File: config.mk
export PLATFORM = sky130hd
export DESIGN_NAME = qllm_fifo
export DESIGN_NICKNAME = d
export VERILOG_FILES = /design/src/hw/rtl/qllm_fifo.sv
export SDC_FILE = /design/constraint.sdc
export NUM_CORES = 1
export LEC_CHECK = 0
export ABC_AREA = 1
export BUFFER_PORTS_ARGS = -buffer_cell sky130_fd_sc_hd__buf_2
export CAP_MARGIN = 20
export CORE_MARGIN = 5
export CORE_UTILIZATION = 45
export CTS_CLUSTER_DIAMETER = 200
export CTS_CLUSTER_SIZE = 24
export DETAILED_ROUTE_END_ITERATION = 12
export GPL_TIMING_DRIVEN = 0
export HOLD_SLACK_MARGIN = 0.02
export PLACE_DENSITY = 0.7
export SLEW_MARGIN = 10
export SYNTH_ARGS = -nofsm -noshare
export SYNTH_HDL_FRONTEND = slang
export SYNTH_SLANG_ARGS = --single-unit
File: constraint.sdc
create_clock -name clk -period 3.2 [get_ports clk]
set_input_delay 0.16 -clock clk [delete_from_list [all_inputs] [get_ports clk]]
set_output_delay 0.16 -clock clk [all_outputs]
set_load 0.01 [all_outputs]
File: src/hw/rtl/qllm_fifo.sv
// Two-entry queue between the front and back parts.
// Depends on nothing outside this file.
`timescale 1ns / 1ps

module qllm_fifo #(
  parameter int unsigned DW = 21
) (
  input  logic          clk,
  input  logic          rst_n,
  input  logic          push,
  input  logic [DW-1:0] push_data,
  input  logic          pop,
  output logic [DW-1:0] head,
  output logic          full,
  output logic          empty
);

  logic [DW-1:0] slot_r [2];
  logic          wr_ptr_r, wr_ptr_nxt;
  logic          rd_ptr_r, rd_ptr_nxt;
  logic [1:0]    count_r, count_nxt;

  assign full  = count_r == 2'd2;
  assign empty = count_r == 2'd0;
  assign head  = slot_r[rd_ptr_r];

  // Advance pointers and count
  always_comb begin
    wr_ptr_nxt = push ? ~wr_ptr_r : wr_ptr_r;
    rd_ptr_nxt = pop ? ~rd_ptr_r : rd_ptr_r;
    count_nxt  = count_r + 2'(push) - 2'(pop);
  end

  always_ff @(posedge clk) begin
    if (!rst_n) begin
      wr_ptr_r <= 1'b0;
      rd_ptr_r <= 1'b0;
      count_r  <= '0;
    end else begin
      wr_ptr_r <= wr_ptr_nxt;
      rd_ptr_r <= rd_ptr_nxt;
      count_r  <= count_nxt;
    end
  end

  always_ff @(posedge clk) begin
    if (push) begin
      slot_r[wr_ptr_r] <= push_data;
    end
  end

endmodule

# Word level (Yosys, flattened, before mapping)
# Memory sizes are Yosys's and may differ from the RTL's. A register that Yosys moved wholly into a read port is not among the register bits.
# Cells that the tools add are included.
[op_classes] reduce_logical=1 add_sub_neg=2 n_mux=4 eq_ne=1 n_bitwise=2
[ops] operator="1-bit 2-to-1 mux" count=4
[ops] operator="2-bit by 1-bit adder with 2-bit output" count=1
[ops] operator="2-bit equality test, second input constant" count=1
[ops] operator="2-bit zero test" count=1
[ops] operator="1-bit NOT" count=2
[ops] operator="2-bit by 1-bit subtractor with 2-bit output" count=1
[word_totals] mem_count=1 word_cells=14 in_bits=25 ff_bits=4 ram_bits=42 out_inout_bits=23
[mem_list] name="slot_r" words=2 width=21 read_ports=1 rd_ports_with_merged_regs=1 write_ports=1 line_no="18" rtl="logic [DW-1:0] slot_r [2];"

# Longest topological paths before layout
# Gate-level depths: netlist of the first run.
[depth] ltp_word=3 mapped_depth=9 mapped_depth_nobuf=9

# Least setup slack after synthesis of the first run
# No wires, ideal clock.
[synth_path] kind="flip-flop to flip-flop" startpoint="register wr_ptr_r" endpoint="memory slot_r[0][0], enable pin" setup_ns=0.399 t_required_ns=2.801 n_path_buf=0 arrival_ns=1.224 synth_period_minus_slack_ns=1.623 path_slack_ns=1.577 stages_incl_launch_ff=2 path_cell_list="dfxtp_1 > nor2_1"
[synth_lines] element="start, declared" line_no="19" rtl="logic wr_ptr_r, wr_ptr_nxt;"
[synth_lines] element="start signal, assigned" line_no="40" rtl="wr_ptr_r <= wr_ptr_nxt;"
[synth_lines] element="end, declared" line_no="18"
# Straight into the memory's write port.

==> results of run 1 <==
## cell families (layout without fill, tap and decap cells)
group,Yosys count,in the layout
DFF,47,47
muxes,21,21
and+or+nand+nor,18,18
buffers and inverters,9,64
adders and majority gates,2,2
AOI/OAI and AO/OA,1,1
## cells in the mapped netlist, drive strengths merged
cell and instances:
a21oi 1, dfxtp 5, inv 7, mux2 21
nor2 9, ha 2, buf 2, nand3 1
nand2 8, edfxtp 42
## path summary, 6_finish.rpt
kind | from | to | slack (ns)
setup / recovery | register | head[18] | 1.71
hold / removal | push_data[11] | slot_r[1][11] | 0.05
setup reg to reg | wr_ptr_r | slot_r[1][17] | 1.76
hold reg to reg | wr_ptr_r | wr_ptr_r | 0.52
## registers in the layout, summed over array words and instances, names as in the netlist, named ones only
register and flops:
count_r 2, rd_ptr_r 1, slot_r 42, wr_ptr_r 1
## per-stage QoR
step	hold slack (ns)	area, um^2	setup slack [ns]	std cells
3_5_place_dp	0.352	2140	1.74	196
5_1_grt	0.0308	2210	1.63	203
3_3_place_gp	0.349	2120	1.14	195
6_report	0.0546	2210	1.71	203
4_1_cts	0.0477	2210	1.68	203
2_1_floorplan	0.253	1820	1.58	98
## worst max-delay path, cell delays in order, from the launching register on
cell and delay, ns:
dfxtp_1 0.39, buf_6 0.20, mux2_4 0.31, buf_2 0.14
## metal layers
metal,wire (um),vias to the layer above,global-route usage [%],part of all wire [%]
met3,209,7,4.92,7.1
met1,1060,454,12.2,36
met2,1620,27,21.7,55
li1,-,463,-,-
met5,0,-,0,0
met4,53,0,6.04,1.8
## power groups by stage
stage / clock, W / sequential (W) / combinational (W)
after floorplan: 0 / 0.000730 / 0.0000992
after global placement: 0 / 0.000731 / 0.000152
after detailed placement: 0 / 0.000734 / 0.000163
after CTS: 0.000326 / 0.000720 / 0.000163
after global routing: 0.000362 / 0.000723 / 0.000174
final: 0.000320 / 0.000719 / 0.000159
## area by class of cell
type	instances	area [um^2]
fill	319	1760
clock buffer	5	68.8
buffer	2	22.5
tap	50	62.6
inverter	7	26.3
timing repair buffer	48	250
clock inverter	2	8.76
multi-input combinational	42	413
sequential	47	1360
==> reports/qor.csv, run 1 <==
stage;metric;value;unit
place;hpwl;2190;um
clock_network;cts-root-buf;clkbuf_8;
clock_network;cts.hold.buffers_added;0;
routing;drt_drc_violations_left;0;
status;outcome;completed;
yosys;post_synth_main_area_contributors;edfxtp_1 (69%), mux2_4 (16%), dfxtp_1 (5.5%);
yosys;synth_top_area_cell;edfxtp_1;
yosys;synth_simple_gate_area_share;3.78;%
critical_path;class_of_the_most_critical_setup_path;reg -> out;
global_routing;maximum_number_of_pins_on_one_net_before_global_route_repair;22;
flow_run;cap_viol_max_count;0;
clock_network;postCtsResizedCells;0;
routing;routed_wirelength;2950;um
yosys;yosys.area.top_type_share;69.3;%
timing;report.final.slew_viol_count;0;
power_and_ir_drop;total_power_after_layout;0.00120;W
timing;setup_tns;0;ns
clock_network;cts_htree_levels;2;
global_routing;grt_remaining_overflow;0;
place;gp_congestion;0.703;
final_layout;diodes;0;
final_layout;drive_above_1_share;51.0;%
yosys;synth_compound_area_share;0.275;%
power_and_ir_drop;combinational_fraction_of_design_power;13.3;%
clock_network;cts_buffer_depth;2;
clock_network;tritoncts_sinks;47;
timing;timing.max_slew.rel_slack;43.5;%
clock_network;cts_made_buffers;5;
power_and_ir_drop;power_dens_cells;541;mW/mm^2
critical_path;required;3.04;ns
timing;tightest_slew;0.847;ns
power_and_ir_drop;ir_drop;0.000274;V
final_layout;count_of_nets_after_finishing;180;
yosys;synthMuxAreaShare;17.1;%
critical_path;worst-path-max-fanout;10;
timing;final_min_period_over_clock_period;46.6;%
routing;detailroute.via_count;951;
yosys;post_synth_instance_area;0.00182;mm^2
final_layout;final_cell_mix;buf_2 (47), edfxtp_1 (42), mux2_4 (20), nor2_1 (8), nand2_1 (8);
routing;drt_first_pass_iters;2;
final_layout;final_common_cell;buf_2;
yosys;mapped_nets;125;
yosys;synth-adder-area-share;1.37;%
floorplan;die_height;73.6;um
yosys;ys_types;11;
floorplan;pin_count;48;
routing;drt_iter0_markers;74;
clock_network;insertion_delay;0.29;ns
routing;via_per_inst;4.68;
critical_path;worst_ep_arrival_time;1.33;ns
clock_network;post-cts-setup-buffer-count;0;
timing;hold_viol;0;
global_routing;via_count_of_the_first_global_routing_pass;1015;
yosys;largest_family_of_logic_cells_by_synthesized_area;multiplexers;
min_path;worst_hold_path_type;in -> reg;
power_and_ir_drop;pwr-share-clk;26.7;%
place;buffer_ports.inserted;47;
yosys;share_of_synthesized_area_occupied_by_flip_flops_and_latches;74.8;%
yosys;synth_area_per_inst;18.6;um^2
min_path;timing.hold.worst_path_depth;1;
critical_path;r2r_cells;2;
floorplan;die_area;0.00542;mm^2
timing;grt_setup_unrepaired;no;
yosys;postSynthRegisterBits;47;
power_and_ir_drop;p_leak;0.931;nW
timing;period_needed;1.49;ns
clock_network;clkTransAtPathRegs;0.08;ns
timing;setup-violations-final;0;
yosys;yosys.area_share.xor_xnor;0;%
floorplan;rows;23;
floorplan;die_width;73.6;um
global_routing;grt.total_usage;12.2;%
floorplan;core_area;0.00397;mm^2
critical_path;crit_path_end_kind;output port;
yosys;synth-warning-count;0;
final_layout;layout-area-overhead-vs-synth;21.6;%
timing;final.setup_skew;0.00160;ns
power_and_ir_drop;cellInternalPower;0.000934;W
power_and_ir_drop;seq_power_share;60.0;%
floorplan;starting_density;45.8;%
global_routing;grt_pass1_wl;4700;um
global_routing;number_of_antenna_violations_at_the_first_check_in_global_routing;0;
final_layout;utilization;55.7;%
clock_network;tritoncts;done;
routing;number_of_nets_with_antenna_violations_after_routing;0;
critical_path;critPathLaunchType;register;
power_and_ir_drop;p_sw_share;22.0;%
yosys;netlist_instances;98;
routing;route.detailed.wl_per_inst;14.5;um
power_and_ir_drop;power_switching;0.000264;W
timing;max_clock_freq;0.670;GHz
(Power assumes the default switching activity.)
==> run 2, diff against run 1 <==
Clock period 3.2 ns to 1.5 ns, I/O delays scaled along.
==> run 2 against run 1 <==
Net effect:
- die area did not move
- clock skew increased by 0.0028 ns
- non-clock buffer count up 21
- flip-flop and latch count did not move
- total power is 120% higher
- critical path depth unchanged
- critical path type unchanged
- largest power group unchanged
==> reports/qor.csv, run 2 (synthesis results as in run 1) <==
stage;metric;value;unit;change
final_layout;biggestRegsByFlops;slot_r: 42 flops, count_r: 2 flops;;
clock_network;tritoncts;done;;
critical_path;critPathLaunchType;register;;
global_routing;number_of_antenna_violations_at_the_first_check_in_global_routing;0;;unchanged
timing;setup_tns;0;ns;unchanged
timing;setup-violations-final;0;;unchanged
clock_network;cts-root-buf;clkbuf_8;;
routing;drt_drc_violations_left;0;;unchanged
timing;grt_setup_unrepaired;no;;
critical_path;ff2ff_setup_slack;0.13;ns;-1.63 ns
routing;drt_first_pass_iters;3;;+1
global_routing;grt_pass1_wl;4680;um;-0.43%
timing;timing.max_slew.rel_slack;57.8;%;+14 points
flow_run;cap_viol_max_count;0;;unchanged
clock_network;cts_buffer_depth;2;;unchanged
critical_path;class_of_the_most_critical_setup_path;reg -> out;;
final_layout;final_cell_area;0.00243;mm^2;+9.9%
routing;detailroute.via_count;999;;+5.0%
global_routing;via_count_of_the_first_global_routing_pass;1095;;+7.9%
min_path;hold_start;push;;
routing;route.detailed.wl_per_inst;13.4;um;-7.4%
min_path;worst_hold_path_type;in -> reg;;
timing;hold_viol;0;;unchanged
final_layout;drive_above_1_share;46.0;%;-5.0 points
timing;hold_ws;0.0617;ns;+0.00704 ns
critical_path;required;1.42;ns;-1.62 ns
routing;routed_wirelength;3010;um;+2.1%
place;placement.cell_area;0.00212;mm^2;-0.70%
critical_path;endpoint_of_the_worst_register_to_register_path;count_r[1];;
final_layout;num-fill-cells;317;;-0.63%
floorplan;die_height;73.6;um;unchanged
critical_path;worst_ep_arrival_time;1.33;ns;about the same
timing;max_clock_freq;0.713;GHz;
final_layout;final_common_cell;buf_2;;
clock_network;cts_made_buffers;5;;unchanged
floorplan;pin_count;48;;unchanged
global_routing;maximum_number_of_pins_on_one_net_before_global_route_repair;22;;unchanged
routing;number_of_nets_with_antenna_violations_after_routing;0;;unchanged
routing;via_per_inst;4.46;;-4.8%
timing;tightest_slew;0.632;ns;-0.215 ns
floorplan;starting_density;45.8;%;unchanged
critical_path;worstPathCellList;buf_6 -> mux2_4 -> buf_2;;
final_layout;largest_register_ff_count;42;;unchanged
routing;drt_iter0_markers;50;;-32%
min_path;timing.hold.worst_path_depth;3;;+2
final_layout;count_of_nets_after_finishing;201;;+12%
critical_path;r2r_cells;9;;+7
final_layout;utilization;61.2;%;+5.5 points
critical_path;worst_path_largest_cell_delay;0.39;ns;about the same
global_routing;grt.total_usage;12.0;%;-0.18 points
min_path;whs_endpoint;wr_ptr_r;;
critical_path;crit_path_end_kind;output port;;
clock_network;tritoncts_sinks;47;;unchanged
floorplan;die_area;0.00542;mm^2;unchanged
final_layout;sequential_cell_area;0.00136;mm^2;about the same
place;hpwl;2120;um;-3.1%
timing;period_needed;1.40;ns;
clock_network;post-cts-setup-buffer-count;0;;unchanged
clock_network;cts_htree_levels;2;;unchanged
final_layout;layout-area-overhead-vs-synth;33.6;%;
global_routing;grt_remaining_overflow;0;;unchanged
power_and_ir_drop;ir_drop;0.000614;V;+120%
final_layout;largest-register;slot_r;;
clock_network;clkTransAtPathRegs;0.07;ns;about the same
final_layout;diodes;0;;unchanged
timing;final.setup_skew;0.00442;ns;+0.00282 ns
final_layout;multiInputGateArea;422;um^2;+2.1%
power_and_ir_drop;total_power_after_layout;0.00259;W;+120%
critical_path;critical_path.reg2reg.startpoint;count_r[0];;
place;gp_congestion;0.701;;-0.27%
critical_path;cpMaxStageDelayCell;dfxtp_1;;
final_layout;final_cell_mix;buf_2 (47), edfxtp_1 (42), dlygate4sd3_1 (22), mux2_4 (20);;
status;outcome;completed;;
timing;final_min_period_over_clock_period;93.5;%;
floorplan;core_area;0.00397;mm^2;unchanged
place;buffer_ports.inserted;47;;unchanged
floorplan;die_width;73.6;um;unchanged
power_and_ir_drop;power_dens_cells;1070;mW/mm^2;+97%
critical_path;worst-path-max-fanout;10;;unchanged
clock_network;insertion_delay;0.29;ns;about the same
timing;report.final.slew_viol_count;0;;unchanged
floorplan;rows;23;;unchanged
power_and_ir_drop;p_leak;1.01;nW;+8.3%
==> run 2: cell count changes in the layout (fill, tap and decap cells not counted) <==
cell           before  now
nor2_2              1    0
a21oi_1             1    0
dlygate4sd3_1       0   22
buf_8               1    0
clkinvlp_4          0    1
dfxtp_2             0    1
inv_1               7    6
dfxtp_1             5    4
nor2_4              0    1
a21oi_2             0    1
==> run 2: repair_timing <==
item | 4_1_cts | 5_1_grt
cloned | 0 | 0
endpoints found under the hold margin | 43 | 0
gates resized for setup | 1 | 3
setup endpoints to repair | 21 | 22
hold buffers | 22 | 0
==> run 2: stage by stage <==
step,instances,setup WS [ns]
finish,224,0.0969
global route,224,0.0336
floorplan,98,0.214
global placement,195,-0.0436
CTS,224,0.00956
detailed placement,195,-0.0877
==> run 2: critical path: cells and delay by family, from the launching register on <==
family,cells,cell delay [ns]
DFF,1,0.39
buffers and inverters,2,0.34
muxes,1,0.31
==> run 2: area by class of cell <==
type                       count  share of cell area, %
clock buffer                   5                   2.83
clock inverter                 2                  0.360
tap                           50                   2.57
multi-input combinational     42                   17.3
sequential                    47                   56.0
timing repair buffer          69                   18.7
inverter                       7                   1.23
buffer                         2                  0.926
==> run 2: how the worst max path moves through the flow <==
stage / depth (start not counted) / end / startpoint
after floorplan: 1 / slot_r[0][0] / wr_ptr_r
after global placement: 1 / slot_r[0][19] / wr_ptr_r
after detailed placement: 1 / slot_r[0][7] / wr_ptr_r
after CTS: 2 / slot_r[1][14] / wr_ptr_r
after global routing: 9 / count_r[1] / count_r[0]
final: 3 / head[0] / register
==> run 2: power by group <==
part	total (W)	internal, W	switching, W
Sequential	0.00154	0.00151	0.0000281
Combinational	0.000386	0.000209	0.000177
Clock	0.000669	0.000310	0.000359
Total	0.00259	0.00203	0.000564
==> run 2: layer usage <==
| layer | GRT usage, % | wire length (um) |
|---|---|---|
| met1 | 11.1 | 1050 |
| met2 | 21.9 | 1680 |
| met3 | 5.20 | 209 |
| met4 | 6.24 | 63 |
| met5 | 0 | 0 |
