**src/hw/rtl/qllm_pkg.sv**
```systemverilog
// Package for the quantized level-line map: configuration struct, register
// indexes, result codes and state machine types.
// No dependencies.
`timescale 1ns / 1ps

package qllm_pkg;

  localparam int unsigned PIX_W = 8;

  // Result codes
  localparam logic [PIX_W-1:0] CODE_NONE = 8'd255;
  localparam logic [PIX_W-1:0] CODE_LEFT = 8'd200;
  localparam logic [PIX_W-1:0] CODE_UP   = 8'd100;
  localparam logic [PIX_W-1:0] CODE_BOTH = 8'd0;

  // Configuration register indexes
  typedef enum logic [1:0] {
    REG_QUANT_DIV    = 2'd0,
    REG_BORDER_TYPED = 2'd1,
    REG_LINE_WIDTH   = 2'd2
  } cfg_reg_t;

  // Configuration register reset values
  localparam logic [7:0]  QUANT_DIV_RST  = 8'd20;
  localparam logic [12:0] LINE_WIDTH_RST = 13'd640;

  // Configuration as seen by the front and back parts
  typedef struct packed {
    logic [7:0]  quant_div;
    logic        border_typed;
    logic [12:0] line_width;
  } cfg_t;

  // Front: accept, divide, hand over
  typedef enum logic [1:0] {
    FR_IDLE,
    FR_DIV,
    FR_PUSH
  } front_state_t;

  // Back: fetch the row above, evaluate and emit
  typedef enum logic {
    BK_IDLE,
    BK_EVAL
  } back_state_t;

endpackage

```
**src/hw/rtl/qllm_front.sv**
```systemverilog
// Front part: accepts pixels, tracks column and first row, and quantizes
// with a bit-serial restoring divider. Depends on qllm_pkg.
`timescale 1ns / 1ps

module qllm_front #(
  parameter int unsigned MAX_WIDTH = 4096
) (
  input  logic                                   clk,
  input  logic                                   rst_n,
  input  qllm_pkg::cfg_t                         cfg,
  input  logic                                   in_valid,
  output logic                                   in_ready,
  input  logic [qllm_pkg::PIX_W-1:0]             pixel,
  input  logic                                   start_of_frame,
  output logic                                   push,
  input  logic                                   q_full,
  output logic [qllm_pkg::PIX_W+$clog2(MAX_WIDTH):0] push_data
);

  localparam int unsigned CW = $clog2(MAX_WIDTH);
  localparam int unsigned WW = $clog2(MAX_WIDTH + 1);

  qllm_pkg::front_state_t state_r, state_nxt;
  logic [CW-1:0]              col_r, col_nxt;
  logic                       first_r, first_nxt;
  logic [qllm_pkg::PIX_W-1:0] dvd_r, dvd_nxt;
  logic [qllm_pkg::PIX_W-1:0] rem_r, rem_nxt;
  logic [qllm_pkg::PIX_W-1:0] quo_r, quo_nxt;
  logic [2:0]                 cnt_r, cnt_nxt;
  logic [CW-1:0]              ent_col_r, ent_col_nxt;
  logic                       ent_first_r, ent_first_nxt;

  logic [31:0]                lw32, eff32;
  logic [WW-1:0]              eff_w;
  logic [CW-1:0]              col_start, col_use;
  logic [WW-1:0]              col_inc;
  logic                       first_use;
  logic [qllm_pkg::PIX_W-1:0] divisor;
  logic [qllm_pkg::PIX_W:0]   trial;
  logic                       fits;
  logic                       accept;

  // Effective row width: zero acts as one, saturate at MAX_WIDTH
  always_comb begin
    lw32 = 32'(cfg.line_width);
    if (lw32 == 32'd0) begin
      eff32 = 32'd1;
    end else if (lw32 > 32'(MAX_WIDTH)) begin
      eff32 = 32'(MAX_WIDTH);
    end else begin
      eff32 = lw32;
    end
    eff_w = eff32[WW-1:0];
  end

  // Column and first-row flag for the incoming pixel
  always_comb begin
    col_start = start_of_frame ? '0 : col_r;
    first_use = start_of_frame | first_r;
    col_use   = (WW'(col_start) >= eff_w) ? '0 : col_start;
    col_inc   = WW'(col_use) + WW'(1);
  end

  // One quotient bit per cycle
  assign divisor = (cfg.quant_div == '0) ? 8'd1 : cfg.quant_div;
  assign trial   = {rem_r, dvd_r[qllm_pkg::PIX_W-1]};
  assign fits    = trial >= {1'b0, divisor};

  assign in_ready  = rst_n && (state_r == qllm_pkg::FR_IDLE);
  assign accept    = in_valid && in_ready;
  assign push      = (state_r == qllm_pkg::FR_PUSH) && !q_full;
  assign push_data = {ent_first_r, ent_col_r, quo_r};

  // Next state and datapath
  always_comb begin
    state_nxt     = state_r;
    col_nxt       = col_r;
    first_nxt     = first_r;
    dvd_nxt       = dvd_r;
    rem_nxt       = rem_r;
    quo_nxt       = quo_r;
    cnt_nxt       = cnt_r;
    ent_col_nxt   = ent_col_r;
    ent_first_nxt = ent_first_r;
    unique case (state_r)
      qllm_pkg::FR_IDLE: begin
        if (accept) begin
          dvd_nxt       = pixel;
          rem_nxt       = '0;
          quo_nxt       = '0;
          cnt_nxt       = '0;
          ent_col_nxt   = col_use;
          ent_first_nxt = first_use;
          if (col_inc >= eff_w) begin
            col_nxt   = '0;
            first_nxt = 1'b0;
          end else begin
            col_nxt   = col_inc[CW-1:0];
            first_nxt = first_use;
          end
          state_nxt = qllm_pkg::FR_DIV;
        end
      end
      qllm_pkg::FR_DIV: begin
        rem_nxt = fits ? 8'(trial - {1'b0, divisor}) : trial[qllm_pkg::PIX_W-1:0];
        quo_nxt = {quo_r[qllm_pkg::PIX_W-2:0], fits};
        dvd_nxt = {dvd_r[qllm_pkg::PIX_W-2:0], 1'b0};
        cnt_nxt = cnt_r + 3'd1;
        if (cnt_r == 3'd7) begin
          state_nxt = qllm_pkg::FR_PUSH;
        end
      end
      qllm_pkg::FR_PUSH: begin
        if (!q_full) begin
          state_nxt = qllm_pkg::FR_IDLE;
        end
      end
      default: state_nxt = qllm_pkg::FR_IDLE;
    endcase
  end

  // Control state
  always_ff @(posedge clk) begin
    if (!rst_n) begin
      state_r <= qllm_pkg::FR_IDLE;
      col_r   <= '0;
      first_r <= 1'b1;
    end else begin
      state_r <= state_nxt;
      col_r   <= col_nxt;
      first_r <= first_nxt;
    end
  end

  // Payload
  always_ff @(posedge clk) begin
    dvd_r       <= dvd_nxt;
    rem_r       <= rem_nxt;
    quo_r       <= quo_nxt;
    cnt_r       <= cnt_nxt;
    ent_col_r   <= ent_col_nxt;
    ent_first_r <= ent_first_nxt;
  end

endmodule

```
**config.mk**
```make
export PLATFORM = sky130hd
export DESIGN_NAME = qllm_front
export DESIGN_NICKNAME = d
export VERILOG_FILES = /design/src/hw/rtl/qllm_pkg.sv /design/src/hw/rtl/qllm_front.sv
export SDC_FILE = /design/constraint.sdc
export NUM_CORES = 1
export LEC_CHECK = 0
export BUFFER_PORTS_ARGS = -buffer_cell sky130_fd_sc_hd__buf_2
export CORE_UTILIZATION = 50
export DETAILED_ROUTE_END_ITERATION = 12
export HOLD_SLACK_MARGIN = 0.03
export PLACE_DENSITY = 0.72
export SLEW_MARGIN = 20
export SYNTH_ARGS = -nofsm -noshare
export SYNTH_HDL_FRONTEND = slang
export SYNTH_SLANG_ARGS = --single-unit
```
**constraint.sdc**
```tcl
create_clock -name clk -period 14.7 [get_ports clk]
set_input_delay 2.205 -clock clk [delete_from_list [all_inputs] [get_ports clk]]
set_output_delay 2.205 -clock clk [all_outputs]
set_load 0.01 [all_outputs]
```
# Word-level counts from Yosys, hierarchy flattened
# Index checks and enable logic that the tools add are counted.
# Widths: inputs -> output; s select.
# totals
ff_bits	55
elab_cells	53
in_bits	35
out_inout_bits	23
# op_classes
n_lt_le_gt_ge	4
n_eq_ne	6
addsub	3
n_bitwise	1
n_reduce_logical	11
muxes	19
# ops
op	count
$pmux 8 s2	3
$mux 12	3
$mux 8	4
$mux 13	2
$add 12x1->13 const B	1
$ge 12x13->1	1
$ge 13x13->1	1
$gt 13x13->1 const B	1
$logic_not 13->1	1
$ge 9x8->1	1
$logic_not 8->1	1
$sub 8x8->8	1
$mux 2	3
$ne 2x2->1 const B	3
$pmux 2 s3	1
$pmux 3 s2	1
$reduce_and 2->1	2
$add 3x1->3 const B	1
$eq 3x3->1 const B	1
$logic_and 1x1->1	3
$mux 3	1
$reduce_and 3->1	1
$eq 2x1->1 const B	1
$eq 2x2->1 const B	1
5 further kinds	5

# Longest topological paths before layout
# Gate-level depths: netlist of the first run.
# depth
word_depth	8
mapped_depth	20
depth_no_buf	19

# Worst setup path before layout of the first run
# Ideal clock, no wire load.
# synth_timing
kind	input to register
startpoint	in cfg[12] (netlist name)
endpoint	reg col_r[11]
t_required_ns	14.586
slack_ns	8.589
n_path_buf	2
t_arrival_ns	5.997
cell_stages	20
path_cell_list	inv_1 > clkbuf_1 > nand2_1 > ha_1 > a211o_1 > a21oi_2 > a21o_2 > a32oi_2 > or4b_1 > xor2_1 > nor2_1 > ha_1 > and4_1 > nand2_1 > a31oi_1 > o2111ai_1 > and2_1 > clkbuf_1 > a32o_1 > a21o_1
# synth_between
elab_chain_cells	8
# synth_rtl
element	line_no	text
from (decl)	qllm_front.sv:10	input qllm_pkg::cfg_t cfg,
$gt 13x13->1	qllm_front.sv:48	end else if (lw32 > 32'(MAX_WIDTH)) begin
$mux 13	qllm_front.sv:48	
$mux 13 *	qllm_front.sv:46	if (lw32 == 32'd0) begin
$ge 12x13->1	qllm_front.sv:60	col_use = (WW'(col_start) >= eff_w) ? '0 : col_start;
$mux 12	qllm_front.sv:60	
$add 12x1->13	qllm_front.sv:61	col_inc = WW'(col_use) + WW'(1);
$ge 13x13->1	qllm_front.sv:94	if (col_inc >= eff_w) begin
$mux 12 *	qllm_front.sv:94	
to (signal assigned)	qllm_front.sv:130	col_r <= col_nxt;
to (decl)	qllm_front.sv:24	logic [CW-1:0] col_r, col_nxt;
# Every way passes the cells marked *; elsewhere a longest branch is shown, timed or not.
# A chain may end at the register's enable or synchronous reset.

# Worst setup path after layout of the first run
# layout_timing
startpoint	in cfg[5] (netlist name)
endpoint	reg col_r[5]
# The elaborated chain is that of the path after synthesis.

==> results of run 1 <==
## synthesized netlist by cell type, types with 2 or more instances
cell / n
sky130_fd_sc_hd__and3_1: 5
sky130_fd_sc_hd__xor2_1: 8
sky130_fd_sc_hd__clkbuf_1: 9
sky130_fd_sc_hd__ha_1: 35
sky130_fd_sc_hd__o21a_1: 5
sky130_fd_sc_hd__a211oi_1: 5
sky130_fd_sc_hd__a211o_1: 3
sky130_fd_sc_hd__o21ai_1: 8
sky130_fd_sc_hd__o21ai_0: 9
sky130_fd_sc_hd__a32o_1: 4
sky130_fd_sc_hd__nand2_1: 48
sky130_fd_sc_hd__and2_1: 19
sky130_fd_sc_hd__o211ai_1: 2
sky130_fd_sc_hd__nor2b_1: 17
sky130_fd_sc_hd__a21o_1: 5
sky130_fd_sc_hd__or2_2: 2
sky130_fd_sc_hd__nor2_1: 32
sky130_fd_sc_hd__edfxtp_1: 40
sky130_fd_sc_hd__nand2b_1: 8
sky130_fd_sc_hd__dfxtp_1: 15
sky130_fd_sc_hd__o22a_1: 2
sky130_fd_sc_hd__nand4_1: 6
sky130_fd_sc_hd__a31oi_1: 2
sky130_fd_sc_hd__nor3_1: 9
sky130_fd_sc_hd__nand3_1: 3
sky130_fd_sc_hd__mux2i_1: 4
sky130_fd_sc_hd__nor3b_1: 3
sky130_fd_sc_hd__xnor2_1: 5
sky130_fd_sc_hd__o41ai_1: 2
sky130_fd_sc_hd__nor4_1: 4
sky130_fd_sc_hd__a21oi_1: 9
sky130_fd_sc_hd__inv_1: 19
## layout by cell type (no fill, tap or decap), types with 4 or more instances in the layout
master	synthesis	layout
sky130_fd_sc_hd__and2_1	19	19
sky130_fd_sc_hd__a32o_1	4	4
sky130_fd_sc_hd__nand4_1	6	6
sky130_fd_sc_hd__a21oi_1	9	9
sky130_fd_sc_hd__xor2_1	8	8
sky130_fd_sc_hd__o21ai_0	9	9
sky130_fd_sc_hd__dfxtp_1	15	15
sky130_fd_sc_hd__o21ai_1	8	8
sky130_fd_sc_hd__nor3_1	9	9
sky130_fd_sc_hd__o21a_1	5	5
sky130_fd_sc_hd__clkbuf_8	0	5
sky130_fd_sc_hd__and3_1	5	5
sky130_fd_sc_hd__xnor2_1	5	5
sky130_fd_sc_hd__buf_2	1	56
sky130_fd_sc_hd__nand2_1	48	47
sky130_fd_sc_hd__inv_1	19	19
sky130_fd_sc_hd__nand2b_1	8	8
sky130_fd_sc_hd__nor2_1	32	32
sky130_fd_sc_hd__edfxtp_1	40	40
sky130_fd_sc_hd__mux2i_1	4	4
sky130_fd_sc_hd__a21o_1	5	5
sky130_fd_sc_hd__nor4_1	4	4
sky130_fd_sc_hd__nor2b_1	17	17
sky130_fd_sc_hd__a211oi_1	5	5
sky130_fd_sc_hd__ha_1	35	35
## layout make-up
type	instances	area share
clock buffers	7	0.0189
clock inverters	1	0.00743
inverters	19	0.0176
multi-input cells	285	0.484
flip-flops and latches	55	0.371
well taps	96	0.0297
repair buffers	57	0.0712
## through the flow
step	power (mW)	cell area (µm²)	utilization	hold slack, ns	setup slack (ns)
CTS	0.361	4030	0.590	0.486	8.10
floorplan	0.240	3560	-	0.442	8.59
detailed placement	0.263	3930	0.575	0.461	7.79
global placement	0.259	3920	0.573	0.458	7.88
finish	0.358	4040	0.592	0.493	8.08
global route	0.376	4040	0.592	0.514	7.64
## power breakdown
part           switching (mW)  leakage, nW  total, mW  internal, mW
sequential            0.00458        0.515      0.184         0.180
combinational          0.0440         1.24     0.0749        0.0309
clock                  0.0474       0.0524     0.0984        0.0510
## worst max-delay path: stages
cell and delay (ns):
sky130_fd_sc_hd__buf_2 0.10, sky130_fd_sc_hd__nor4_1 0.31, sky130_fd_sc_hd__a31oi_1 0.13, sky130_fd_sc_hd__nor2_1 0.20, sky130_fd_sc_hd__ha_1 0.27, sky130_fd_sc_hd__nor3b_1 0.20, sky130_fd_sc_hd__o21ai_1 0.10, sky130_fd_sc_hd__o211ai_1 0.15
sky130_fd_sc_hd__a32oi_2 0.42, sky130_fd_sc_hd__or4b_1 0.69, sky130_fd_sc_hd__xor2_1 0.16, sky130_fd_sc_hd__nor2_1 0.05, sky130_fd_sc_hd__ha_1 0.31, sky130_fd_sc_hd__and4_1 0.21, sky130_fd_sc_hd__nand2_1 0.07, sky130_fd_sc_hd__a31oi_1 0.04
sky130_fd_sc_hd__o2111ai_1 0.35, sky130_fd_sc_hd__nand3_1 0.46, sky130_fd_sc_hd__nor4_1 0.33, sky130_fd_sc_hd__a21o_1 0.11
## cell families (layout without fill, tap and decap cells)
| group | Yosys count | in the layout | synth area share |
|---|---|---|---|
| XOR/XNOR | 13 | 13 | 0.0320 |
| adder cells (fa/ha/maj) | 36 | 36 | 0.129 |
| flip-flops | 55 | 55 | 0.421 |
| AND/OR/NAND/NOR | 164 | 164 | 0.237 |
| buffers and inverters | 30 | 84 | 0.0330 |
| AO/OA/AOI/OAI | 68 | 68 | 0.137 |
| multiplexers | 4 | 4 | 0.0112 |
## worst max path at each step
stage / to / slack (ns) / cells after the start
floorplan: col_r[11]$_SDFFE_PN0P_ / 8.59 / 20
global placement: col_r[5]$_SDFFE_PN0P_ / 7.88 / 20
detailed placement: col_r[5]$_SDFFE_PN0P_ / 7.79 / 20
CTS: col_r[5]$_SDFFE_PN0P_ / 8.10 / 20
global route: col_r[5]$_SDFFE_PN0P_ / 7.64 / 20
finish: col_r[5]$_SDFFE_PN0P_ / 8.08 / 20
## state kept, by name, summed over array words and instances, names as in the netlist
register and flops:
cnt_r 3, dvd_r 8, rem_r 8, col_r 12
quo_r 8, ent_col_r 12, state_r 2, first_r 1
ent_first_r 1
## routing by layer
layer | GRT usage | vias to the layer above
met4 | 0.0561 | 0
met3 | 0.0352 | 10
met5 | 0 | -
met1 | 0.268 | 1329
met2 | 0.348 | 74
li1 | - | 1437
==> reports/summary.txt, run 1 <==
IO Port Bufs -> 56
Via count of the routed design -> 2850
Worst clock skew -> 0.00399 ns
Share of the yosys chip area belonging to registers -> 0.421
Die X-Extent -> 86.4 µm
Length of routed met2 wiring -> 3430 µm
Worst vdd rail ir drop -> 0.0419 mV
Num CTS Buffers -> 5
Hold violation total from the final report -> 0
Headroom to the max-slew limit -> 0.387
Share of the clock period used by the worst path after layout -> 0.450
Share of the synthesized area in the top cell type -> 0.337
Initial antenna violation count -> 0
Aggregate routed wire length -> 7360 µm
DR WL/cell -> 14.2 µm
IO Pins -> 58
Number of DRC violations after detailed routing -> 0
Register bit total from synthesis -> 55
Yosys warns -> 0
Static power due to leakage -> 1.80 nW
Clock slew at the register clock pins of the worst setup and hold paths -> 0.09 ns
Top layer reached by signal wires -> met4
Share of layout cells above drive strength 1 -> 0.172
Measured slew at the worst slew-check pin -> 0.919 ns
Overall global routing resource usage -> 0.204
CP Data Arrival Time -> 6.87 ns
Main synth FF type -> sky130_fd_sc_hd__edfxtp_1
Classification of the worst setup path -> in2reg
Final critical delay including setup and external delays -> 6.62 ns
Root buffer cell -> sky130_fd_sc_hd__clkbuf_8
Vias in the first global route -> 2704
Critical path required time -> 14.96 ns
Async set-reset flop share out of synthesis -> 0
Detailed-route wire length on metal 1 -> 3470 µm
CTS Hold Bufs -> 0
Drt first-iter violations -> 91
Final cell count without fillers -> 520
Worst Reg2Reg Path Length in Cells -> 17
Count of instances resized after the clock tree is built -> 0
Number of enable-type register cells in the synthesized netlist -> 40
Synthesized netlist net count -> 441
Post-synthesis instance total -> 370
Ratio of routed vias to standard cells -> 5.48
Global-route wire length before repair -> 12200 µm
Total setup violations reported at the end of the flow -> 0
Origin of the worst setup path -> cfg[5]
CTS tree -> built
Total gr overflow -> 0
Cell type with the largest total area after synthesis -> sky130_fd_sc_hd__edfxtp_1
R2R Path Start -> col_r[6]$_SDFFE_PN0P_
Setup repair after global routing missed its margin -> no
Pwr Density -> 88.5 nW/µm²
Mean instance size in the synthesized netlist -> 9.63 µm²
Final setup TNS -> 0 ns
Hold endpoint -> col_r[3]$_SDFFE_PN0P_
Combined area of all synthesized cells -> 3560 µm²
Min-Delay Startpoint -> col_r[3]$_SDFFE_PN0P_
Nets -> 494
Post-CTS Setup Bufs -> 0
Antenna Violating Nets Remaining -> 0
Filler cell count -> 633
Placeable core region -> 6830 µm²
Clock Latency Late Sink -> 0.30 ns
Kind of end point of the critical path -> flop
CP startpoint kind -> input port
Maximum level of the CTS H-tree -> 2
Maximum clock path buffer count -> 2
Final estimated routing congestion in global placement -> 0.858
Cell variety after synth -> 55
Die area -> 7470 µm²
Area growth, synth to finish -> 13.5%
Number of clock sinks seen by CTS -> 55
CP Max Fanout -> 18
# diodes -> 0
Placed wire-length estimate -> 5570 µm
Final Max Slew Viols -> 0
Starting utilization of the core area -> 0.521
Placed instance count -> 511
Dominant cells by area after synthesis -> sky130_fd_sc_hd__edfxtp_1, sky130_fd_sc_hd__ha_1, sky130_fd_sc_hd__dfxtp_1
Max-cap violation count -> 0
Worst min-delay path class -> reg2reg
Outcome -> finished, final reports clean
Multi-input gate area -> 1960 µm²
Highest clock rate -> 151 MHz
Number of detailed-route iterations in the first pass -> 4
Worst R2R End -> col_r[5]$_SDFFE_PN0P_
Depth of the worst hold-timing path -> 1
FF+latch area -> 1500 µm²
Sum of met3 wire segment lengths after detailed routing -> 347 µm
Die height -> 86.4 µm
Worst reg-to-reg setup slack -> 9.97 ns
Maximum number of pins on one net before global-route repair -> 28
FP Rows -> 30
Power figures use the tool's default switching activity.
==> inputs of run 2 (changes only) <==
==> constraint.sdc (replaced) <==
create_clock -name clk -period 6.82 [get_ports clk]
set_input_delay 1.023 -clock clk [delete_from_list [all_inputs] [get_ports clk]]
set_output_delay 1.023 -clock clk [all_outputs]
set_load 0.01 [all_outputs]
==> run 2 against run 1 <==
Final cell count shrank 0.19%. Via count is 1.6% lower. Global-route usage hardly changed. Clock skew grew 0.0056 ns. Utilization decreased by 0.42 points. Largest cell class unchanged. First-iteration DRC count rose by 86%. Combinational power is 110% higher. Die area unchanged. Largest power group unchanged. Power increased by 100%. Wire length decreased by 0.63%.
==> reports/summary.txt, run 2 (synthesis results as in run 1) <==
Worst clock skew -> 0.00959 ns
Placement-stage worst setup slack -> 1.11 ns
Die X-Extent -> 86.4 µm
Static power due to leakage -> 1.79 nW
Root buffer cell -> sky130_fd_sc_hd__clkbuf_8
Final cell count without fillers -> 519
DR WL/cell -> 14.1 µm
Nets -> 493
IO Pins -> 58
Placeable core region -> 6830 µm²
Ratio of routed vias to standard cells -> 5.40
CP Max Fanout -> 18
Count of instances resized after the clock tree is built -> 0
CP Data Arrival Time -> 5.68 ns
Outcome -> finished, final reports clean
Final setup TNS -> 0 ns
Number of DRC violations after detailed routing -> 0
Switching power -> 0.207 mW
IO Port Bufs -> 56
Placed wire-length estimate -> 5600 µm
Placed instance count -> 511
Max-cap violation count -> 0
Worst reg-to-reg setup slack -> 2.12 ns
Total setup violations reported at the end of the flow -> 0
Overall global routing resource usage -> 0.204
Number of clock sinks seen by CTS -> 55
Num CTS Buffers -> 5
Number of detailed-route iterations in the first pass -> 4
Setup repair after global routing missed its margin -> no
Commonest non-fill, non-tap cell in the layout -> sky130_fd_sc_hd__buf_2
Drt first-iter violations -> 169
Pwr Density -> 182 nW/µm²
Maximum clock path buffer count -> 2
Post-route worst setup slack -> 1.40 ns
Register share of total power -> 0.543
Hold violation total from the final report -> 0
Maximum number of pins on one net before global-route repair -> 28
Headroom to the max-slew limit -> 0.281
Final critical delay including setup and external delays -> 5.42 ns
Clock slew at the register clock pins of the worst setup and hold paths -> 0.10 ns
Measured slew at the worst slew-check pin -> 1.08 ns
Final estimated routing congestion in global placement -> 0.855
# diodes -> 0
Post-detailed-placement cell area -> 3930 µm²
Internal power of the cells -> 0.526 mW
Post-Layout Inst Area -> 4020 µm²
Switching Share -> 0.282
CP startpoint kind -> input port
Design Power -> 0.733 mW
Classification of the worst setup path -> in2reg
Worst vdd rail ir drop -> 0.0765 mV
Most frequent cells in the layout -> sky130_fd_sc_hd__buf_2, sky130_fd_sc_hd__nand2_1, sky130_fd_sc_hd__edfxtp_1, sky130_fd_sc_hd__ha_1, sky130_fd_sc_hd__nor2_1
Initial antenna violation count -> 0
Clock Latency Late Sink -> 0.31 ns
Vias in the first global route -> 2617
Starting utilization of the core area -> 0.521
Post-route core utilization -> 0.588
Aggregate routed wire length -> 7310 µm
Clock network fraction of design power -> 0.239
Total gr overflow -> 0
Share of the clock period used by the worst path after layout -> 0.794
Antenna Violating Nets Remaining -> 0
CTS tree -> built
Maximum level of the CTS H-tree -> 2
Die area -> 7470 µm²
Via count of the routed design -> 2805
Worst min-delay path class -> reg2reg
CTS Hold Bufs -> 0
Highest clock rate -> 185 MHz
Top flop regs -> col_r (12), ent_col_r (12)
Post-CTS Setup Bufs -> 0
Kind of end point of the critical path -> flop
Share of layout cells above drive strength 1 -> 0.170
Area growth, synth to finish -> 12.7%
Die height -> 86.4 µm
FP Rows -> 30
Combinational power share -> 0.219
Global-route wire length before repair -> 12000 µm
Critical path required time -> 7.08 ns
Worst hold margin -> 0.499 ns
Final Max Slew Viols -> 0
==> run 2: final timing paths <==
path	endpoint	start	cells after the start
max reg2reg	col_r[5]$_SDFFE_PN0P_	col_r[6]$_SDFFE_PN0P_	17
min reg2reg	col_r[3]$_SDFFE_PN0P_	col_r[3]$_SDFFE_PN0P_	1
min	col_r[3]$_SDFFE_PN0P_	col_r[3]$_SDFFE_PN0P_	1
max	col_r[5]$_SDFFE_PN0P_	cfg[5]	20
==> run 2: power by group through the flow <==
stage,clock (mW),combinational (mW),sequential [mW]
6_report,0.175,0.160,0.398
3_3_place_gp,0,0.154,0.405
3_5_place_dp,0,0.161,0.406
4_1_cts,0.180,0.162,0.398
5_1_grt,0.193,0.182,0.400
2_1_floorplan,0,0.110,0.407
==> run 2: area by class of cell <==
| cell class | instances | area [µm²] |
|---|---|---|
| Fill cell | 644 | 2820 |
| Clock buffer | 6 | 72.6 |
| Clock inverter | 2 | 12.5 |
| Tap cell | 96 | 120 |
| Multi-Input combinational cell | 285 | 1960 |
| Sequential cell | 55 | 1500 |
| Timing Repair Buffer | 56 | 280 |
| Inverter | 19 | 71.3 |
==> run 2: worst max-delay path, stage by stage <==
cell                        delay [ns]
sky130_fd_sc_hd__buf_2            0.10
sky130_fd_sc_hd__nor4_1           0.28
sky130_fd_sc_hd__a31oi_1          0.13
sky130_fd_sc_hd__nor2_1           0.22
sky130_fd_sc_hd__ha_1             0.28
sky130_fd_sc_hd__nor3b_1          0.19
sky130_fd_sc_hd__o21ai_1          0.10
sky130_fd_sc_hd__o211ai_1         0.14
sky130_fd_sc_hd__a32oi_2          0.41
sky130_fd_sc_hd__or4b_1           0.69
sky130_fd_sc_hd__xor2_1           0.17
sky130_fd_sc_hd__nor2_1           0.10
sky130_fd_sc_hd__ha_1             0.26
sky130_fd_sc_hd__and4_1           0.21
sky130_fd_sc_hd__nand2_1          0.07
sky130_fd_sc_hd__a31oi_1          0.04
sky130_fd_sc_hd__o2111ai_1        0.33
sky130_fd_sc_hd__nand3_1          0.46
sky130_fd_sc_hd__o21ai_0          0.33
sky130_fd_sc_hd__a21o_1           0.14
==> run 2: layer usage <==
metal,vias up,track usage,share of wire
li1,1436,-,-
met1,1301,0.270,0.47
met2,62,0.347,0.47
met3,6,0.0314,0.050
met4,0,0.0561,0.0090
met5,-,0,0
==> inputs of run 3 (changes only) <==
--- a/config.mk
+++ b/config.mk
@@ -9,7 +9,7 @@
 export CORE_UTILIZATION = 50
 export DETAILED_ROUTE_END_ITERATION = 12
 export HOLD_SLACK_MARGIN = 0.03
-export PLACE_DENSITY = 0.72
+export PLACE_DENSITY = 0.75
 export SLEW_MARGIN = 20
 export SYNTH_ARGS = -nofsm -noshare
 export SYNTH_HDL_FRONTEND = slang
==> constraint.sdc (replaced) <==
create_clock -name clk -period 4.9 [get_ports clk]
set_input_delay 0.735 -clock clk [delete_from_list [all_inputs] [get_ports clk]]
set_output_delay 0.735 -clock clk [all_outputs]
set_load 0.01 [all_outputs]
==> run 3 against run 2 <==
Worst setup slack got worse by 1.1 ns. Critical endpoint is now col_r[11]$_SDFFE_PN0P_. Power increased by 40%. Non-clock buffer count increased by 14. Register-to-register slack got worse by 1.4 ns. Critical path type unchanged. Global-route usage increased by 0.93 points. Via count increased by 4.1%. Combinational power increased by 46%.
==> reports/summary.txt, run 3 (synthesis results as in run 1) <==
Number of detailed-route iterations in the first pass -> 4
Total setup violations reported at the end of the flow -> 0
Num CTS Buffers -> 5
Commonest non-fill, non-tap cell in the layout -> sky130_fd_sc_hd__buf_2
R2R Path Start -> col_r[6]$_SDFFE_PN0P_
Share of the clock period used by the worst path after layout -> 0.941
Number of clock sinks seen by CTS -> 55
Outcome -> finished, final reports clean
Headroom to the max-slew limit -> 0.494
Maximum number of pins on one net before global-route repair -> 28
Filler cell count -> 600
CTS tree -> built
Final Max Slew Viols -> 0
Area growth, synth to finish -> 16.1%
Clock slew at the register clock pins of the worst setup and hold paths -> 0.09 ns
Post-route core utilization -> 0.605
Nets -> 507
Pwr Density -> 249 nW/µm²
Post-Layout Inst Area -> 4140 µm²
Number of DRC violations after detailed routing -> 0
Worst reg-to-reg setup slack -> 0.73 ns
List of cells traversed by the critical path -> buf_2, nor4_2, a31oi_1, nor2_1, ha_1, nor3b_1, o21ai_1, o211ai_1, a32oi_2, or4b_1, xor2_1, nor2_1, ha_1, and4_1, nand2_1, a31oi_1, o2111ai_2, and2_1, a32o_1, a21o_1
Depth of the worst hold-timing path -> 1
Worst R2R End -> col_r[11]$_SDFFE_PN0P_
Antenna Violating Nets Remaining -> 0
GR Util met1 -> 0.264
Hold endpoint -> col_r[3]$_SDFFE_PN0P_
Measured slew at the worst slew-check pin -> 0.759 ns
Most frequent cells in the layout -> sky130_fd_sc_hd__buf_2, sky130_fd_sc_hd__nand2_1, sky130_fd_sc_hd__edfxtp_1, sky130_fd_sc_hd__ha_1, sky130_fd_sc_hd__nor2_1
Kind of end point of the critical path -> flop
Vias in the first global route -> 2770
Buffers plus inverters on the worst setup path -> 1
Slowest Stage Delay on Critical Path -> 0.60 ns
Placement-stage worst setup slack -> -0.0508 ns
DR WL/cell -> 14.3 µm
Ratio of routed vias to standard cells -> 5.48
Via count of the routed design -> 2920
Library cell contributing the largest single delay on the critical path -> sky130_fd_sc_hd__or4b_1
Hold violation total from the final report -> 0
Placed wire-length estimate -> 5920 µm
Final critical delay including setup and external delays -> 4.61 ns
Busiest metal layer after global routing -> met2
Root buffer cell -> sky130_fd_sc_hd__clkbuf_8
Highest clock rate -> 217 MHz
Clock Latency Late Sink -> 0.31 ns
IO Pins -> 58
Critical path required time -> 5.11 ns
Global-route wire length before repair -> 12300 µm
Initial antenna violation count -> 0
Met2 track demand over resource in global routing -> 0.373
Setup repair after global routing missed its margin -> no
Grt met3 use -> 0.0333
Overall global routing resource usage -> 0.213
Placeable core region -> 6830 µm²
Die height -> 86.4 µm
Aggregate routed wire length -> 7650 µm
Post-route worst setup slack -> 0.291 ns
Classification of the worst setup path -> in2reg
Worst Reg2Reg Path Length in Cells -> 17
Worst clock skew -> 0.00251 ns
Die area -> 7470 µm²
Max-cap violation count -> 0
CP Max Fanout -> 5
Die X-Extent -> 86.4 µm
FP Rows -> 30
Maximum level of the CTS H-tree -> 2
CP Data Arrival Time -> 4.82 ns
Worst vdd rail ir drop -> 0.109 mV
CP startpoint kind -> input port
Worst min-delay path class -> reg2reg
Top flop regs -> col_r (12), ent_col_r (12)
Maximum clock path buffer count -> 2
Share of layout cells above drive strength 1 -> 0.204
IO Port Bufs -> 56
Drt first-iter violations -> 134
# diodes -> 0
Post-detailed-placement cell area -> 4030 µm²
Starting utilization of the core area -> 0.521
Min-Delay Startpoint -> col_r[3]$_SDFFE_PN0P_
Crit path max-delay family -> simple AND/OR/NAND/NOR gates
Static power due to leakage -> 1.86 nW
Total gr overflow -> 0
Final estimated routing congestion in global placement -> 0.976
==> run 3: worst max path at each step <==
stage                       start                     end  slack, ns  cells after the start
after global routing       cfg[5]  col_r[11]$_SDFFE_PN0P_       0.04                     20
after global placement     cfg[5]  col_r[11]$_SDFFE_PN0P_       0.05                     20
after CTS                  cfg[5]  col_r[11]$_SDFFE_PN0P_       0.29                     20
after floorplan           cfg[12]  col_r[11]$_SDFFE_PN0P_       0.26                     20
final                      cfg[5]  col_r[11]$_SDFFE_PN0P_       0.29                     20
after detailed placement   cfg[5]  col_r[11]$_SDFFE_PN0P_      -0.05                     20
==> run 3: report_power, final <==
part	total [mW]	internal [mW]	leakage (nW)	switching, mW
logic	0.234	0.0995	1.31	0.135
registers	0.553	0.540	0.515	0.0134
clock network	0.241	0.101	0.0422	0.140
total	1.03	0.740	1.86	0.288
==> run 3: what timing repair did <==
item                                    4_1_cts  5_1_grt
hold buffers                                  0        0
buffers inserted                              0        0
resized for setup                             0        3
endpoints found under the setup margin        0        4
==> run 3: worst register-to-register path, cell delays in order (launching register included) <==
cell,delay [ns]
sky130_fd_sc_hd__dfxtp_1,0.34
sky130_fd_sc_hd__nor2b_1,0.25
sky130_fd_sc_hd__ha_1,0.29
sky130_fd_sc_hd__a211o_1,0.27
sky130_fd_sc_hd__a21oi_2,0.20
sky130_fd_sc_hd__a21o_2,0.18
sky130_fd_sc_hd__a32oi_2,0.06
sky130_fd_sc_hd__or4b_1,0.60
sky130_fd_sc_hd__xor2_1,0.17
sky130_fd_sc_hd__nor2_1,0.06
sky130_fd_sc_hd__ha_1,0.31
sky130_fd_sc_hd__and4_1,0.22
sky130_fd_sc_hd__nand2_1,0.07
sky130_fd_sc_hd__a31oi_1,0.20
sky130_fd_sc_hd__o2111ai_2,0.20
sky130_fd_sc_hd__and2_1,0.24
sky130_fd_sc_hd__a32o_1,0.27
sky130_fd_sc_hd__a21o_1,0.16
==> run 3: stage by stage <==
stage | hold WS [ns] | instances | total power [mW] | setup TNS [ns]
final | 0.485 | 533 | 1.03 | 0
after global routing | 0.514 | 533 | 1.08 | 0
after CTS | 0.489 | 533 | 1.03 | 0
after detailed placement | 0.462 | 525 | 0.796 | -0.146
after global placement | 0.458 | 525 | 0.786 | 0
after floorplan | 0.442 | 370 | 0.719 | 0
==> run 3: routing by layer <==
| layer | up-vias | part of all wire |
|---|---|---|
| met5 | - | 0 |
| met4 | 0 | 0.018 |
| met3 | 11 | 0.035 |
| met2 | 66 | 0.49 |
| met1 | 1383 | 0.46 |
| li1 | 1460 | - |
==> run 3: final cells by class <==
| cell class | count | area (µm²) | area share |
|---|---|---|---|
| well taps | 96 | 120 | 0.0290 |
| clock buffers | 7 | 76.3 | 0.0185 |
| multi-input cells | 285 | 1960 | 0.475 |
| clock inverters | 1 | 5.00 | 0.00121 |
| inverters | 19 | 71.3 | 0.0172 |
| repair buffers | 70 | 398 | 0.0962 |
| flip-flops and latches | 55 | 1500 | 0.363 |
